==> src/mbsp_pkg.sv <==
package mbsp_pkg;

    // Parser phases.
    typedef enum logic [2:0] {
        PH_IGNORE = 3'd0,
        PH_STATUS = 3'd1,
        PH_SYSEX  = 3'd2,
        PH_WAIT2  = 3'd3,
        PH_WAIT1  = 3'd4
    } parse_phase_t;

    // Event kinds on the result channel.
    localparam logic [2:0] EV_MESSAGE     = 3'd0;
    localparam logic [2:0] EV_REALTIME    = 3'd1;
    localparam logic [2:0] EV_SYSEX_START = 3'd2;
    localparam logic [2:0] EV_SYSEX_DATA  = 3'd3;
    localparam logic [2:0] EV_SYSEX_END   = 3'd4;
    localparam logic [2:0] EV_SYSEX_ABORT = 3'd5;

    // Message type reported for song position pointer.
    localparam logic [2:0] MSG_SONG_POS = 3'd7;

    // Held message kinds: channel kinds below TY_MTC_QF.
    localparam logic [3:0] TY_NOTE_OFF  = 4'd0;
    localparam logic [3:0] TY_NOTE_ON   = 4'd1;
    localparam logic [3:0] TY_PROGRAM   = 4'd4;
    localparam logic [3:0] TY_PRESSURE  = 4'd5;
    localparam logic [3:0] TY_MTC_QF    = 4'd7;
    localparam logic [3:0] TY_SONG_POS  = 4'd8;
    localparam logic [3:0] TY_SONG_SEL  = 4'd9;
    localparam logic [3:0] TY_TUNE_REQ  = 4'd10;

    // Status bytes of interest.
    localparam logic [7:0] BYTE_SYSEX_START = 8'hF0;
    localparam logic [7:0] BYTE_MTC_QF      = 8'hF1;
    localparam logic [7:0] BYTE_SONG_POS    = 8'hF2;
    localparam logic [7:0] BYTE_SONG_SEL    = 8'hF3;
    localparam logic [7:0] BYTE_TUNE_REQ    = 8'hF6;
    localparam logic [7:0] BYTE_SYSEX_END   = 8'hF7;
    localparam logic [7:0] BYTE_REALTIME    = 8'hF8;

    // Data byte counts.
    localparam logic [1:0] DC_NONE = 2'd0;
    localparam logic [1:0] DC_ONE  = 2'd1;
    localparam logic [1:0] DC_TWO  = 2'd2;

    // Queue between parser and emitter; depth must be a power of two.
    localparam int Q_DEPTH = 4;
    localparam int Q_AW    = $clog2(Q_DEPTH);
    localparam int Q_CW    = $clog2(Q_DEPTH + 1);

    typedef struct packed {
        logic [2:0] event_kind;
        logic [2:0] message_type;
        logic [7:0] status_value;
        logic [7:0] first_data;
        logic [7:0] second_data;
        logic [1:0] data_count;
    } ev_fields_t;

    // One queue entry: an optional sysex abort ahead of an optional main event.
    typedef struct packed {
        logic       abort;
        logic       main_vld;
        ev_fields_t main;
    } q_entry_t;

    typedef struct packed {
        logic         ok;
        logic [3:0]   kind;
        parse_phase_t nxt;
    } cls_t;

    function automatic cls_t classify(input logic [7:0] st);
        cls_t c;
        c.ok   = 1'b0;
        c.kind = TY_NOTE_OFF;
        c.nxt  = PH_IGNORE;
        if (st[7] && (st < BYTE_SYSEX_START)) begin
            c.ok   = 1'b1;
            c.kind = {1'b0, st[6:4]};
            c.nxt  = ((c.kind == TY_PROGRAM) || (c.kind == TY_PRESSURE)) ? PH_WAIT1 : PH_WAIT2;
        end else begin
            case (st)
                BYTE_MTC_QF: begin
                    c.ok = 1'b1; c.kind = TY_MTC_QF; c.nxt = PH_WAIT1;
                end
                BYTE_SONG_POS: begin
                    c.ok = 1'b1; c.kind = TY_SONG_POS; c.nxt = PH_WAIT2;
                end
                BYTE_SONG_SEL: begin
                    c.ok = 1'b1; c.kind = TY_SONG_SEL; c.nxt = PH_WAIT1;
                end
                BYTE_TUNE_REQ: begin
                    c.ok = 1'b1; c.kind = TY_TUNE_REQ; c.nxt = PH_STATUS;
                end
                default: begin
                    c.ok = 1'b0;
                end
            endcase
        end
        return c;
    endfunction

endpackage

==> src/mbsp_front.sv <==
module mbsp_front
    import mbsp_pkg::*;
(
    input  logic       aclk,
    input  logic       aresetn,
    input  logic       s_valid,
    output logic       s_ready,
    input  logic [7:0] s_rx_byte,
    input  logic       rx_enable,
    input  logic       q_full,
    output logic       push,
    output q_entry_t   entry
);

    parse_phase_t phase_reg, phase_next;
    logic [7:0]   held_status_reg, held_status_next;
    logic [3:0]   held_type_reg, held_type_next;
    logic [7:0]   held_first_reg, held_first_next;
    logic         held_one_reg, held_one_next;

    logic         accept;
    logic         is_status;
    parse_phase_t eff_phase;
    logic [7:0]   cls_status;
    cls_t         cls;
    logic [3:0]   pair_type;

    assign s_ready   = !q_full;
    assign accept    = s_valid && s_ready;
    assign is_status = s_rx_byte[7];
    assign push      = accept && (entry.abort || entry.main_vld);

    always_ff @(posedge aclk) begin
        if (!aresetn) begin
            phase_reg       <= PH_IGNORE;
            held_status_reg <= '0;
            held_type_reg   <= '0;
            held_first_reg  <= '0;
            held_one_reg    <= 1'b0;
        end else if (accept) begin
            phase_reg       <= phase_next;
            held_status_reg <= held_status_next;
            held_type_reg   <= held_type_next;
            held_first_reg  <= held_first_next;
            held_one_reg    <= held_one_next;
        end
    end

    always_comb begin
        phase_next       = phase_reg;
        held_status_next = held_status_reg;
        held_type_next   = held_type_reg;
        held_first_next  = held_first_reg;
        held_one_next    = held_one_reg;
        entry            = '0;
        eff_phase        = phase_reg;
        cls_status       = is_status ? s_rx_byte : held_status_reg;
        cls              = classify(cls_status);
        pair_type        = held_type_reg;

        if (s_rx_byte >= BYTE_REALTIME) begin
            entry.main_vld          = 1'b1;
            entry.main.event_kind   = EV_REALTIME;
            entry.main.status_value = s_rx_byte;
        end else if (rx_enable) begin
            // A status byte leaves the ignore phase, and any status byte but
            // sysex end breaks off a running sysex; both then act as fresh status.
            if ((phase_reg == PH_IGNORE) && is_status) begin
                eff_phase = PH_STATUS;
            end else if ((phase_reg == PH_SYSEX) && is_status &&
                         (s_rx_byte != BYTE_SYSEX_END)) begin
                entry.abort = 1'b1;
                eff_phase   = PH_STATUS;
                phase_next  = PH_STATUS;
            end

            unique case (eff_phase)
                PH_IGNORE: begin
                    phase_next = PH_IGNORE;
                end
                PH_SYSEX: begin
                    if (!is_status) begin
                        entry.main_vld        = 1'b1;
                        entry.main.event_kind = EV_SYSEX_DATA;
                        entry.main.first_data = s_rx_byte;
                    end else begin
                        entry.main_vld        = 1'b1;
                        entry.main.event_kind = EV_SYSEX_END;
                        phase_next            = PH_STATUS;
                    end
                end
                PH_STATUS: begin
                    if (s_rx_byte == BYTE_SYSEX_START) begin
                        phase_next            = PH_SYSEX;
                        held_status_next      = '0;
                        entry.main_vld        = 1'b1;
                        entry.main.event_kind = EV_SYSEX_START;
                    end else if (is_status || (held_status_reg != '0)) begin
                        if (is_status) begin
                            held_status_next = s_rx_byte;
                        end
                        if (!cls.ok) begin
                            phase_next = PH_IGNORE;
                        end else begin
                            held_type_next = cls.kind;
                            held_one_next  = 1'b0;
                            phase_next     = cls.nxt;
                            // A data byte under running status goes straight on
                            // into the data phase.
                            if (!is_status && (cls.nxt == PH_WAIT2)) begin
                                held_first_next = s_rx_byte;
                                held_one_next   = 1'b1;
                                phase_next      = PH_WAIT1;
                            end else if (!is_status && (cls.nxt == PH_WAIT1)) begin
                                phase_next = PH_STATUS;
                                if (cls.kind < TY_MTC_QF) begin
                                    entry.main_vld          = 1'b1;
                                    entry.main.event_kind   = EV_MESSAGE;
                                    entry.main.message_type = cls.kind[2:0];
                                    entry.main.status_value = held_status_reg;
                                    entry.main.first_data   = s_rx_byte;
                                    entry.main.data_count   = DC_ONE;
                                end
                            end
                        end
                    end
                end
                PH_WAIT2: begin
                    held_first_next = s_rx_byte;
                    held_one_next   = 1'b1;
                    phase_next      = PH_WAIT1;
                end
                PH_WAIT1: begin
                    phase_next    = PH_STATUS;
                    held_one_next = 1'b0;
                    if (held_one_reg) begin
                        if ((held_type_reg == TY_NOTE_ON) && (s_rx_byte == 8'h00)) begin
                            pair_type = TY_NOTE_OFF;
                        end
                        if ((pair_type < TY_MTC_QF) || (pair_type == TY_SONG_POS)) begin
                            entry.main_vld          = 1'b1;
                            entry.main.event_kind   = EV_MESSAGE;
                            entry.main.message_type = (pair_type == TY_SONG_POS) ?
                                                      MSG_SONG_POS : pair_type[2:0];
                            entry.main.status_value = held_status_reg;
                            entry.main.first_data   = held_first_reg;
                            entry.main.second_data  = s_rx_byte;
                            entry.main.data_count   = DC_TWO;
                        end
                    end else if (held_type_reg < TY_MTC_QF) begin
                        entry.main_vld          = 1'b1;
                        entry.main.event_kind   = EV_MESSAGE;
                        entry.main.message_type = held_type_reg[2:0];
                        entry.main.status_value = held_status_reg;
                        entry.main.first_data   = s_rx_byte;
                        entry.main.data_count   = DC_ONE;
                    end
                end
                default: begin
                    phase_next = PH_IGNORE;
                end
            endcase
        end
    end

endmodule

==> src/mbsp_queue.sv <==
module mbsp_queue
    import mbsp_pkg::*;
(
    input  logic     aclk,
    input  logic     aresetn,
    input  logic     push,
    input  q_entry_t push_entry,
    input  logic     pop,
    output q_entry_t head,
    output logic     empty,
    output logic     full
);

    q_entry_t            store [Q_DEPTH];
    logic [Q_AW-1:0]     wr_ptr_reg, wr_ptr_next;
    logic [Q_AW-1:0]     rd_ptr_reg, rd_ptr_next;
    logic [Q_CW-1:0]     count_reg, count_next;

    assign empty = (count_reg == '0);
    assign full  = (count_reg == Q_CW'(Q_DEPTH));
    assign head  = store[rd_ptr_reg];

    always_comb begin
        wr_ptr_next = push ? wr_ptr_reg + Q_AW'(1) : wr_ptr_reg;
        rd_ptr_next = pop  ? rd_ptr_reg + Q_AW'(1) : rd_ptr_reg;
        count_next  = count_reg + Q_CW'(push) - Q_CW'(pop);
    end

    always_ff @(posedge aclk) begin
        if (!aresetn) begin
            wr_ptr_reg <= '0;
            rd_ptr_reg <= '0;
            count_reg  <= '0;
        end else begin
            wr_ptr_reg <= wr_ptr_next;
            rd_ptr_reg <= rd_ptr_next;
            count_reg  <= count_next;
        end
    end

    always_ff @(posedge aclk) begin
        if (push) begin
            store[wr_ptr_reg] <= push_entry;
        end
    end

endmodule

==> src/mbsp_back.sv <==
module mbsp_back
    import mbsp_pkg::*;
(
    input  logic       aclk,
    input  logic       aresetn,
    input  q_entry_t   head,
    input  logic       empty,
    output logic       pop,
    output logic       m_valid,
    input  logic       m_ready,
    output logic [2:0] m_event_kind,
    output logic [2:0] m_message_type,
    output logic [7:0] m_status_value,
    output logic [7:0] m_first_data,
    output logic [7:0] m_second_data,
    output logic [1:0] m_data_count,
    output logic       m_last_of_run
);

    logic       m_valid_reg, m_valid_next;
    logic       abort_done_reg, abort_done_next;
    ev_fields_t out_reg, out_next;
    logic       last_reg, last_next;
    logic       load;

    assign load = (!m_valid_reg || m_ready) && !empty;

    always_comb begin
        pop             = 1'b0;
        abort_done_next = abort_done_reg;
        m_valid_next    = m_valid_reg && !m_ready;
        out_next        = out_reg;
        last_next       = last_reg;
        if (load) begin
            m_valid_next = 1'b1;
            if (head.abort && !abort_done_reg) begin
                out_next            = '0;
                out_next.event_kind = EV_SYSEX_ABORT;
                last_next           = !head.main_vld;
                if (head.main_vld) begin
                    abort_done_next = 1'b1;
                end else begin
                    pop = 1'b1;
                end
            end else begin
                out_next        = head.main;
                last_next       = 1'b1;
                pop             = 1'b1;
                abort_done_next = 1'b0;
            end
        end
    end

    always_ff @(posedge aclk) begin
        if (!aresetn) begin
            m_valid_reg    <= 1'b0;
            abort_done_reg <= 1'b0;
        end else begin
            m_valid_reg    <= m_valid_next;
            abort_done_reg <= abort_done_next;
        end
    end

    always_ff @(posedge aclk) begin
        out_reg  <= out_next;
        last_reg <= last_next;
    end

    assign m_valid        = m_valid_reg;
    assign m_event_kind   = out_reg.event_kind;
    assign m_message_type = out_reg.message_type;
    assign m_status_value = out_reg.status_value;
    assign m_first_data   = out_reg.first_data;
    assign m_second_data  = out_reg.second_data;
    assign m_data_count   = out_reg.data_count;
    assign m_last_of_run  = last_reg;

endmodule

==> src/midi_byte_stream_parser.sv <==
// The first result of an accepted byte passes through the event queue and then the registered output stage.
// Throughput: one byte per cycle while the event queue has room; a byte whose results are a
// sysex abort and a following event yields two output beats, absorbed by the four-entry event queue.
// Bytes that cause no result occupy no queue entry and no output beat.
// Reset (aresetn low at a clock edge, synchronous) empties the queue and output stage,
// sets reception on, and leaves the parser ignoring bytes until a status byte.
module midi_byte_stream_parser
    import mbsp_pkg::*;
(
    input  logic       aclk,
    input  logic       aresetn,
    input  logic       cfg_wr_en,
    input  logic       cfg_wr_data,
    input  logic       s_valid,
    output logic       s_ready,
    input  logic [7:0] s_rx_byte,
    output logic       m_valid,
    input  logic       m_ready,
    output logic [2:0] m_event_kind,
    output logic [2:0] m_message_type,
    output logic [7:0] m_status_value,
    output logic [7:0] m_first_data,
    output logic [7:0] m_second_data,
    output logic [1:0] m_data_count,
    output logic       m_last_of_run
);

    // The receive enable register. When it is low, only realtime bytes get
    // through; every other byte is accepted and dropped without touching the
    // parser state.
    logic rx_enable_reg, rx_enable_next;

    // Signals between the parser front end, the event queue and the emitter.
    logic     push;
    q_entry_t push_entry;
    q_entry_t head;
    logic     q_empty;
    logic     q_full;
    logic     pop;

    assign rx_enable_next = cfg_wr_en ? cfg_wr_data : rx_enable_reg;

    always_ff @(posedge aclk) begin
        if (!aresetn) begin
            rx_enable_reg <= 1'b1;
        end else begin
            rx_enable_reg <= rx_enable_next;
        end
    end

    // The front end takes one beat per cycle whenever the queue has room. It
    // keeps running status, assembles messages and condenses everything one
    // byte causes into a single queue entry.
    mbsp_front u_front (
        .aclk      (aclk),
        .aresetn   (aresetn),
        .s_valid   (s_valid),
        .s_ready   (s_ready),
        .s_rx_byte (s_rx_byte),
        .rx_enable (rx_enable_reg),
        .q_full    (q_full),
        .push      (push),
        .entry     (push_entry)
    );

    // The queue decouples the front end from a stalled result channel.
    mbsp_queue u_queue (
        .aclk       (aclk),
        .aresetn    (aresetn),
        .push       (push),
        .push_entry (push_entry),
        .pop        (pop),
        .head       (head),
        .empty      (q_empty),
        .full       (q_full)
    );

    // The emitter expands each entry into one or two result beats, through a
    // registered output stage, and marks the last beat of each byte.
    mbsp_back u_back (
        .aclk           (aclk),
        .aresetn        (aresetn),
        .head           (head),
        .empty          (q_empty),
        .pop            (pop),
        .m_valid        (m_valid),
        .m_ready        (m_ready),
        .m_event_kind   (m_event_kind),
        .m_message_type (m_message_type),
        .m_status_value (m_status_value),
        .m_first_data   (m_first_data),
        .m_second_data  (m_second_data),
        .m_data_count   (m_data_count),
        .m_last_of_run  (m_last_of_run)
    );

    // The front end never writes into a full queue.
    a_no_push_when_full: assert property (@(posedge aclk) disable iff (!aresetn)
        push |-> !q_full)
        else $error("event queue written while full");

    // A non-realtime byte taken while reception is off produces nothing.
    a_disabled_drops: assert property (@(posedge aclk) disable iff (!aresetn)
        (s_valid && s_ready && !rx_enable_reg && (s_rx_byte < BYTE_REALTIME)) |-> !push)
        else $error("result queued while reception disabled");

    // The second beat of a two-beat run follows at once from the same entry.
    a_run_continues: assert property (@(posedge aclk) disable iff (!aresetn)
        (m_valid && m_ready && !m_last_of_run) |=> m_valid)
        else $error("run of results broken off");

    // A message beat always carries one or two data bytes.
    a_msg_has_data: assert property (@(posedge aclk) disable iff (!aresetn)
        (m_valid && (m_event_kind == EV_MESSAGE)) |->
        ((m_data_count == DC_ONE) || (m_data_count == DC_TWO)))
        else $error("message beat without data");

endmodule
==> config.mk <==
export PLATFORM = sky130hd
export DESIGN_NAME = midi_byte_stream_parser
export DESIGN_NICKNAME = d
export VERILOG_FILES = /design/src/mbsp_pkg.sv /design/src/mbsp_front.sv /design/src/mbsp_queue.sv /design/src/mbsp_back.sv /design/src/midi_byte_stream_parser.sv
export SDC_FILE = /design/constraint.sdc
export NUM_CORES = 1
export LEC_CHECK = 0
export BUFFER_PORTS_ARGS = -buffer_cell sky130_fd_sc_hd__buf_4
export CORE_ASPECT_RATIO = 1.4
export CORE_MARGIN = 3
export CORE_UTILIZATION = 40
export CTS_BUF_LIST = sky130_fd_sc_hd__clkbuf_8 sky130_fd_sc_hd__clkbuf_16
export CTS_CLUSTER_SIZE = 30
export DETAILED_ROUTE_END_ITERATION = 8
export SLEW_MARGIN = 10
export SYNTH_ARGS = -nofsm -noshare
export SYNTH_HDL_FRONTEND = slang
export SYNTH_HIERARCHICAL = 1
export SYNTH_SLANG_ARGS = --single-unit
==> constraint.sdc <==
create_clock -name aclk -period 2.9 [get_ports aclk]
set_clock_uncertainty 0.05 [all_clocks]
set_input_delay 0.145 -clock aclk [delete_from_list [all_inputs] [get_ports aclk]]
set_output_delay 0.145 -clock aclk [all_outputs]
set_load 0.02 [all_outputs]
==> key figures, run 1 <==
Status
  – Status: finished, final reports clean

CTS
  – TritonCTS Buffers: 20
  – H-tree Lvls: 1
  – Clock Sinks: 205
  – CTS clk-pin slew, worst paths: 0.07 ns
  – Worst-Skew Late Latency: 0.49 ns
  – Clk root buf: clkbuf_16
  – Worst-case clock buffer depth: 3
  – TritonCTS clock tree: built

GRT
  – Tot GR Track Use: 15.78%
  – GR peak layer: met2
  – First-pass GRT wire length: 29,830 µm
  – Vias in the first global route: 5,329
  – GRT met1 Usage: 18.56%
  – Initial antenna violation count: 0
  – Met3 usage: 2.058%
  – Largest net degree at the start of global routing: 35
  – GRT met2 Usage: 29.74%
  – Total gr overflow: 0

Synth
  – Post-synth ARST share: 0%
  – Warnings, synthesis: 6
  – #FFs+latches synth: 205
  – Seq/Total Area, Yosys: 64.88%
  – Number of distinct library cells after synthesis: 65
  – Synth Instances: 592
  – Ys flop type: edfxtp_1
  – Syn Nets: 613
  – Mean Syn Cell Area: 15.09 µm²
  – Mapped Area: 8932 µm²
  – Post-synth EDFFs: 169

Drt
  – Vias per inst: 5.224
  – Final Routed Wirelength: 19,180 µm
  – Via count: 5,109
  – Detail Route Antenna Nets: 0
  – Drt pass-1 iters: 5
  – Residual DRC: 0
  – First DRT Iteration DRCs: 371
  – Drt wl/cell: 19.61 µm

Timing
  – Fin. max-slew vios: 0
  – Final setup fails: 0
  – Achievable clock frequency: 350.6 MHz
  – Tcrit/Tclk final: 98.35%
  – Slew HR: 36.39%
  – Tmin final: 2.852 ns
  – Slew @ Worst Pin: 0.9454 ns
  – Final setup margin: 0.04779 ns
  – Sum Neg Setup Slack: 0 ns
  – Final hold vios: 0

Place
  – IO buf count: 48
  – Post-DP HPWL: 12,760 µm
  – Placer Congestion: 0.9251
  – Setup WS pre-CTS: 0.06951 ns
  – Placement Cell Area: 9754 µm²

Flow run
  – Max Cap Viol: 0

Die
  – Core Area: 21,940 µm²
  – Die Y: 182.8 µm
  – Die Wd: 132.3 µm
  – Die area: 24,190 µm²
  – Row Count: 64
  – # IOs: 49
  – Initial Util: 40.71%

Critical path
  – Startpoint type of the worst setup path: primary input
  – Worst Path Required: 3.23 ns
  – CP Capture Type: flop
  – CP Class: in -> reg
  – Arr. time, crit path: 3.18 ns
  – Crit Path Max Fanout: 10

Layout
  – Most frequent cells in the layout: edfxtp_1 (169), buf_4 (73), nand2_1 (41)
  – Share of cells above drive strength 1: 28.78%
  – Nets: 688
  – # diodes: 0
  – Most flop-heavy register: u_queue/store
  – Max FFs per register: 136
  – Number of fill cells: 1,923
  – Most common cell after layout, fill and taps aside: edfxtp_1
  – Fin area: 10,510 µm²
  – P&R area growth vs syn: 17.66%

Power
  – Power Density: 811.5 nW/µm²
  – Combinational share of power: 26.6%
  – Clock Power Share: 29.7%
  – Switch share: 27.73%
  – Max VDD drop: 0.0003931 V
  – Seq pwr share: 43.7%
  – Final Power: 8.529 mW
  – P_sw: 2.365 mW
  – Cell internal pwr: 6.164 mW
  – Leak: 3.982 nW

Min path
  – Hold Crit Class: in -> reg
==> critical path, cell delays in order <==
cell and delay, ns:
dlygate4sd3_1 0.54, buf_4 0.18, nand4b_1 0.28, a21oi_1 0.22, or4_4 0.17, nand2_1 0.05
o2111a_1 0.25, o311a_1 0.33, ha_2 0.20, fa_1 0.39, xor3_1 0.37, nor2_1 0.04
==> area by class of cell <==
type                            instances  area, µm²  share of cell area (%)
Inverter                               20      75.07                  0.7143
Sequential cell                       205       5797                   55.15
Clock inverter                         12      83.83                  0.7976
Timing Repair Buffer                   90      798.3                   7.595
Tap cell                              297      371.6                   3.536
Clock buffer                           24      566.8                   5.393
Multi-Input combinational cell        330       2818                   26.81
==> metal layers <==
layer	wire length, µm	share of wire, %	vias up
met2	10580	55	101
met4	533	2.8	0
met5	0	0	-
met3	649	3.4	29
li1	-	-	2407
met1	7423	39	2572
==> power groups by stage <==
stage / Combinational [mW] / Clock [mW] / Sequential, mW
after floorplan: 1.40 / 0 / 4.09
after global placement: 2.28 / 0 / 3.78
after detailed placement: 2.31 / 0 / 3.79
after CTS: 2.33 / 2.61 / 3.73
after global routing: 2.47 / 2.72 / 3.76
final: 2.27 / 2.54 / 3.72
==> synthesized netlist by cell type, drive strengths merged, types with 3 or more instances <==
library cell / count / share of area [%]
mux2i: 15 / 1.7
a21o: 6 / 0.50
clkbuf: 19 / 0.80
and3: 14 / 0.98
ha: 6 / 0.84
nand2: 41 / 1.7
nand3: 14 / 0.78
nand3b: 5 / 0.70
a31oi: 6 / 0.42
a22o: 11 / 1.1
nor3: 5 / 0.28
o21ai: 13 / 0.73
and2: 42 / 3.8
edfxtp: 169 / 57
nand2b: 7 / 0.66
nor4b: 3 / 0.36
inv: 20 / 0.84
dfxtp: 36 / 8.1
a21oi: 28 / 1.6
nor4: 4 / 0.28
buf: 18 / 2.2
mux2: 3 / 0.38
nor2: 31 / 1.3
mux4: 34 / 8.7
==> what timing repair did <==
action                                  CTS  global route
resized for setup                         0             4
hold buffers                              9             0
setup buffers                             0             0
endpoints found under the setup margin    0            94
hold endpoints to repair                 11             0
==> worst paths after layout <==
kind                                      to  slack (ns)                       from  cells after the start
hold reg to reg    u_front/held_first_reg[2]        0.42  u_front/held_first_reg[2]                      2
setup / recovery        u_queue/count_reg[2]        0.05               s_rx_byte[3]                     12
setup reg to reg        u_queue/count_reg[2]        0.14       u_front/phase_reg[0]                     10
hold / removal    u_front/held_status_reg[0]        0.04               s_rx_byte[0]                      4
==> per-stage QoR <==
step                      utilization, %  hold slack [ns]  cells
after floorplan                        -           0.1569    592
after global placement             44.46           0.3070    933
after detailed placement           44.46           0.3173    933
after CTS                          47.83         0.009786    978
after global routing               47.90          0.05434    978
final                              47.90          0.03565    978
==> cell families (layout without fill, tap and decap cells) <==
logic type	after synthesis	in the layout	share of synthesized area [%]
AO/OA/AOI/OAI	89	89	6.934
buffers and inverters	57	146	3.796
multiplexers	52	52	10.80
flip-flops	205	205	64.88
AND/OR/NAND/NOR	179	179	12.06
adder cells (fa/ha/maj)	7	7	1.065
XOR/XNOR	3	3	0.4623
Power figures use the tool's default switching activity.
==> run 2: changes to the inputs <==
--- a/config.mk
+++ b/config.mk
@@ -6,7 +6,7 @@
 export NUM_CORES = 1
 export LEC_CHECK = 0
 export BUFFER_PORTS_ARGS = -buffer_cell sky130_fd_sc_hd__buf_4
-export CORE_ASPECT_RATIO = 1.4
+export CORE_ASPECT_RATIO = 0.7
 export CORE_MARGIN = 3
 export CORE_UTILIZATION = 40
 export CTS_BUF_LIST = sky130_fd_sc_hd__clkbuf_8 sky130_fd_sc_hd__clkbuf_16
==> run 2 against run 1 <==
  * Non-clock buffer count grew 6
  * First-iteration DRC count grew 8.6%
  * Critical path depth shrank 2
  * Sequential share of layout area is essentially flat
  * Cell count shrank 0.72%
  * Routed wire length grew 6.5%
  * Largest cell class unchanged
  * Highest routed layer unchanged
==> key figures, run 2 (same netlist as run 1, synthesis figures left out) <==
Die
  – # IOs: 49
  – Die Wd: 184.6 µm
  – Initial Util: 40.99%
  – Die Y: 131.0 µm
  – Core Area: 21,790 µm²
  – Row Count: 45
  – Die area: 24,190 µm²

Drt
  – First DRT Iteration DRCs: 403
  – Drt wl/cell: 21.05 µm
  – Via count: 5,352
  – Detail Route Antenna Nets: 0
  – Final Routed Wirelength: 20,440 µm
  – Vias per inst: 5.512
  – Residual DRC: 0
  – Drt pass-1 iters: 5

CTS
  – TritonCTS Buffers: 21
  – Worst-Skew Late Latency: 0.51 ns
  – Total setup buffers inserted after CTS: 0
  – CTS clk-pin slew, worst paths: 0.06 ns
  – H-tree Lvls: 1
  – Clock Sinks: 205
  – Worst-case clock buffer depth: 3
  – Clk root buf: clkbuf_16
  – TritonCTS clock tree: built

Critical path
  – Arr. time, crit path: 3.06 ns
  – Critical-path cell list: or3b_2 -> a21oi_1 -> o21bai_1 -> a21oi_1 -> o2111a_1 -> o311a_1 -> ha_1 -> fa_1 -> xor3_1 -> nor2_1
  – Crit Path Max Fanout: 8
  – CP Capture Type: flop
  – Largest stage delay on the critical path: 0.47 ns
  – Startpoint type of the worst setup path: flop
  – Worst Path Required: 3.23 ns
  – Slowest cell on crit path: dfxtp_1
  – CP Class: reg -> reg
  – Critical path's most frequent cell: a21oi_1

Power
  – Max VDD drop: 0.0004967 V
  – Final Power: 8.737 mW
  – Power Density: 831.3 nW/µm²
  – Leak: 4.012 nW

Layout
  – # diodes: 0
  – Max FFs per register: 136
  – Post-route insts no fill: 971
  – Fin area: 10,510 µm²
  – Most frequent cells in the layout: edfxtp_1 (169), buf_4 (83), nand2_1 (41)
  – Most common cell after layout, fill and taps aside: edfxtp_1
  – Most flop-heavy register: u_queue/store
  – Nets: 695
  – Share of cells above drive strength 1: 29.17%
  – Final core occ: 48.23%
  – P&R area growth vs syn: 17.66%
  – Number of fill cells: 1,883

Timing
  – Slew @ Worst Pin: 0.8324 ns
  – Final setup margin: 0.1702 ns
  – Achievable clock frequency: 366.3 MHz
  – Fin. max-slew vios: 0
  – Final hold vios: 0
  – Final setup fails: 0
  – Hold_ws: 0.03376 ns
  – Tcrit/Tclk final: 94.13%
  – Slew HR: 43.99%
  – Tmin final: 2.730 ns
  – Sum Neg Setup Slack: 0 ns
  – RSZ-0062 raised after global routing: no

GRT
  – Tot GR Track Use: 17.16%
  – First-pass GRT wire length: 31,530 µm
  – Vias in the first global route: 5,340
  – Total gr overflow: 0
  – Largest net degree at the start of global routing: 35
  – Initial antenna violation count: 0

Place
  – Post-DP HPWL: 13,570 µm
  – Placement Cell Area: 9731 µm²
  – Cells after DPL: 924
  – IO buf count: 48
  – Setup WS pre-CTS: -0.01634 ns
  – Placer Congestion: 0.9804

Flow run
  – Max Cap Viol: 0

Min path
  – Hold Crit Class: in -> reg

Status
  – Status: finished, final reports clean
## run 2: worst max-delay path, delay by kind of cell, from the launching register on
family                   cells  cell delay (ns)
AND/OR/NAND/NOR              2             0.22
flip-flops                   1             0.47
AO/OA/AOI/OAI                5             0.89
XOR/XNOR                     1             0.37
adder cells (fa/ha/maj)      2             0.62
## run 2: what timing repair did
action | 4_1_cts | 5_1_grt
setup endpoints to repair | 0 | 138
gates resized for setup | 0 | 4
hold buffers | 9 | 0
hold endpoints to repair | 10 | 0
## run 2: area by class of cell
cell class	count	area (µm²)	area share (%)
clock buffer	21	525.5	5.000
clock inverter	17	155.1	1.476
inverter	20	75.07	0.7143
multi-input combinational	330	2810	26.74
sequential	205	5798	55.17
tap	282	352.8	3.357
timing repair buffer	96	793.3	7.548
## run 2: power breakdown
part           switching [mW]  internal [mW]  leakage [nW]
Combinational            1.24           1.09          1.69
Clock                    1.09           1.58         0.360
Sequential              0.127           3.61          1.96
Total                    2.45           6.28          4.01
## run 2: final timing paths
check        slack, ns  cells past startpoint                          to                      start
max reg2reg       0.17                     10        u_queue/count_reg[2]   u_front/held_type_reg[1]
max               0.17                     10        u_queue/count_reg[2]   u_front/held_type_reg[1]
min               0.03                      4  u_front/held_status_reg[2]               s_rx_byte[2]
min reg2reg       0.41                      2   u_front/held_first_reg[1]  u_front/held_first_reg[1]
## run 2: layer usage
layer / share of wire (%) / global-route usage [%] / vias to the layer above
met4: 1.6 / 2.734 / 0
li1: - / - / 2417
met2: 42 / 25.38 / 191
met5: 0 / 0 / -
met3: 7.3 / 3.597 / 27
met1: 49 / 26.69 / 2717
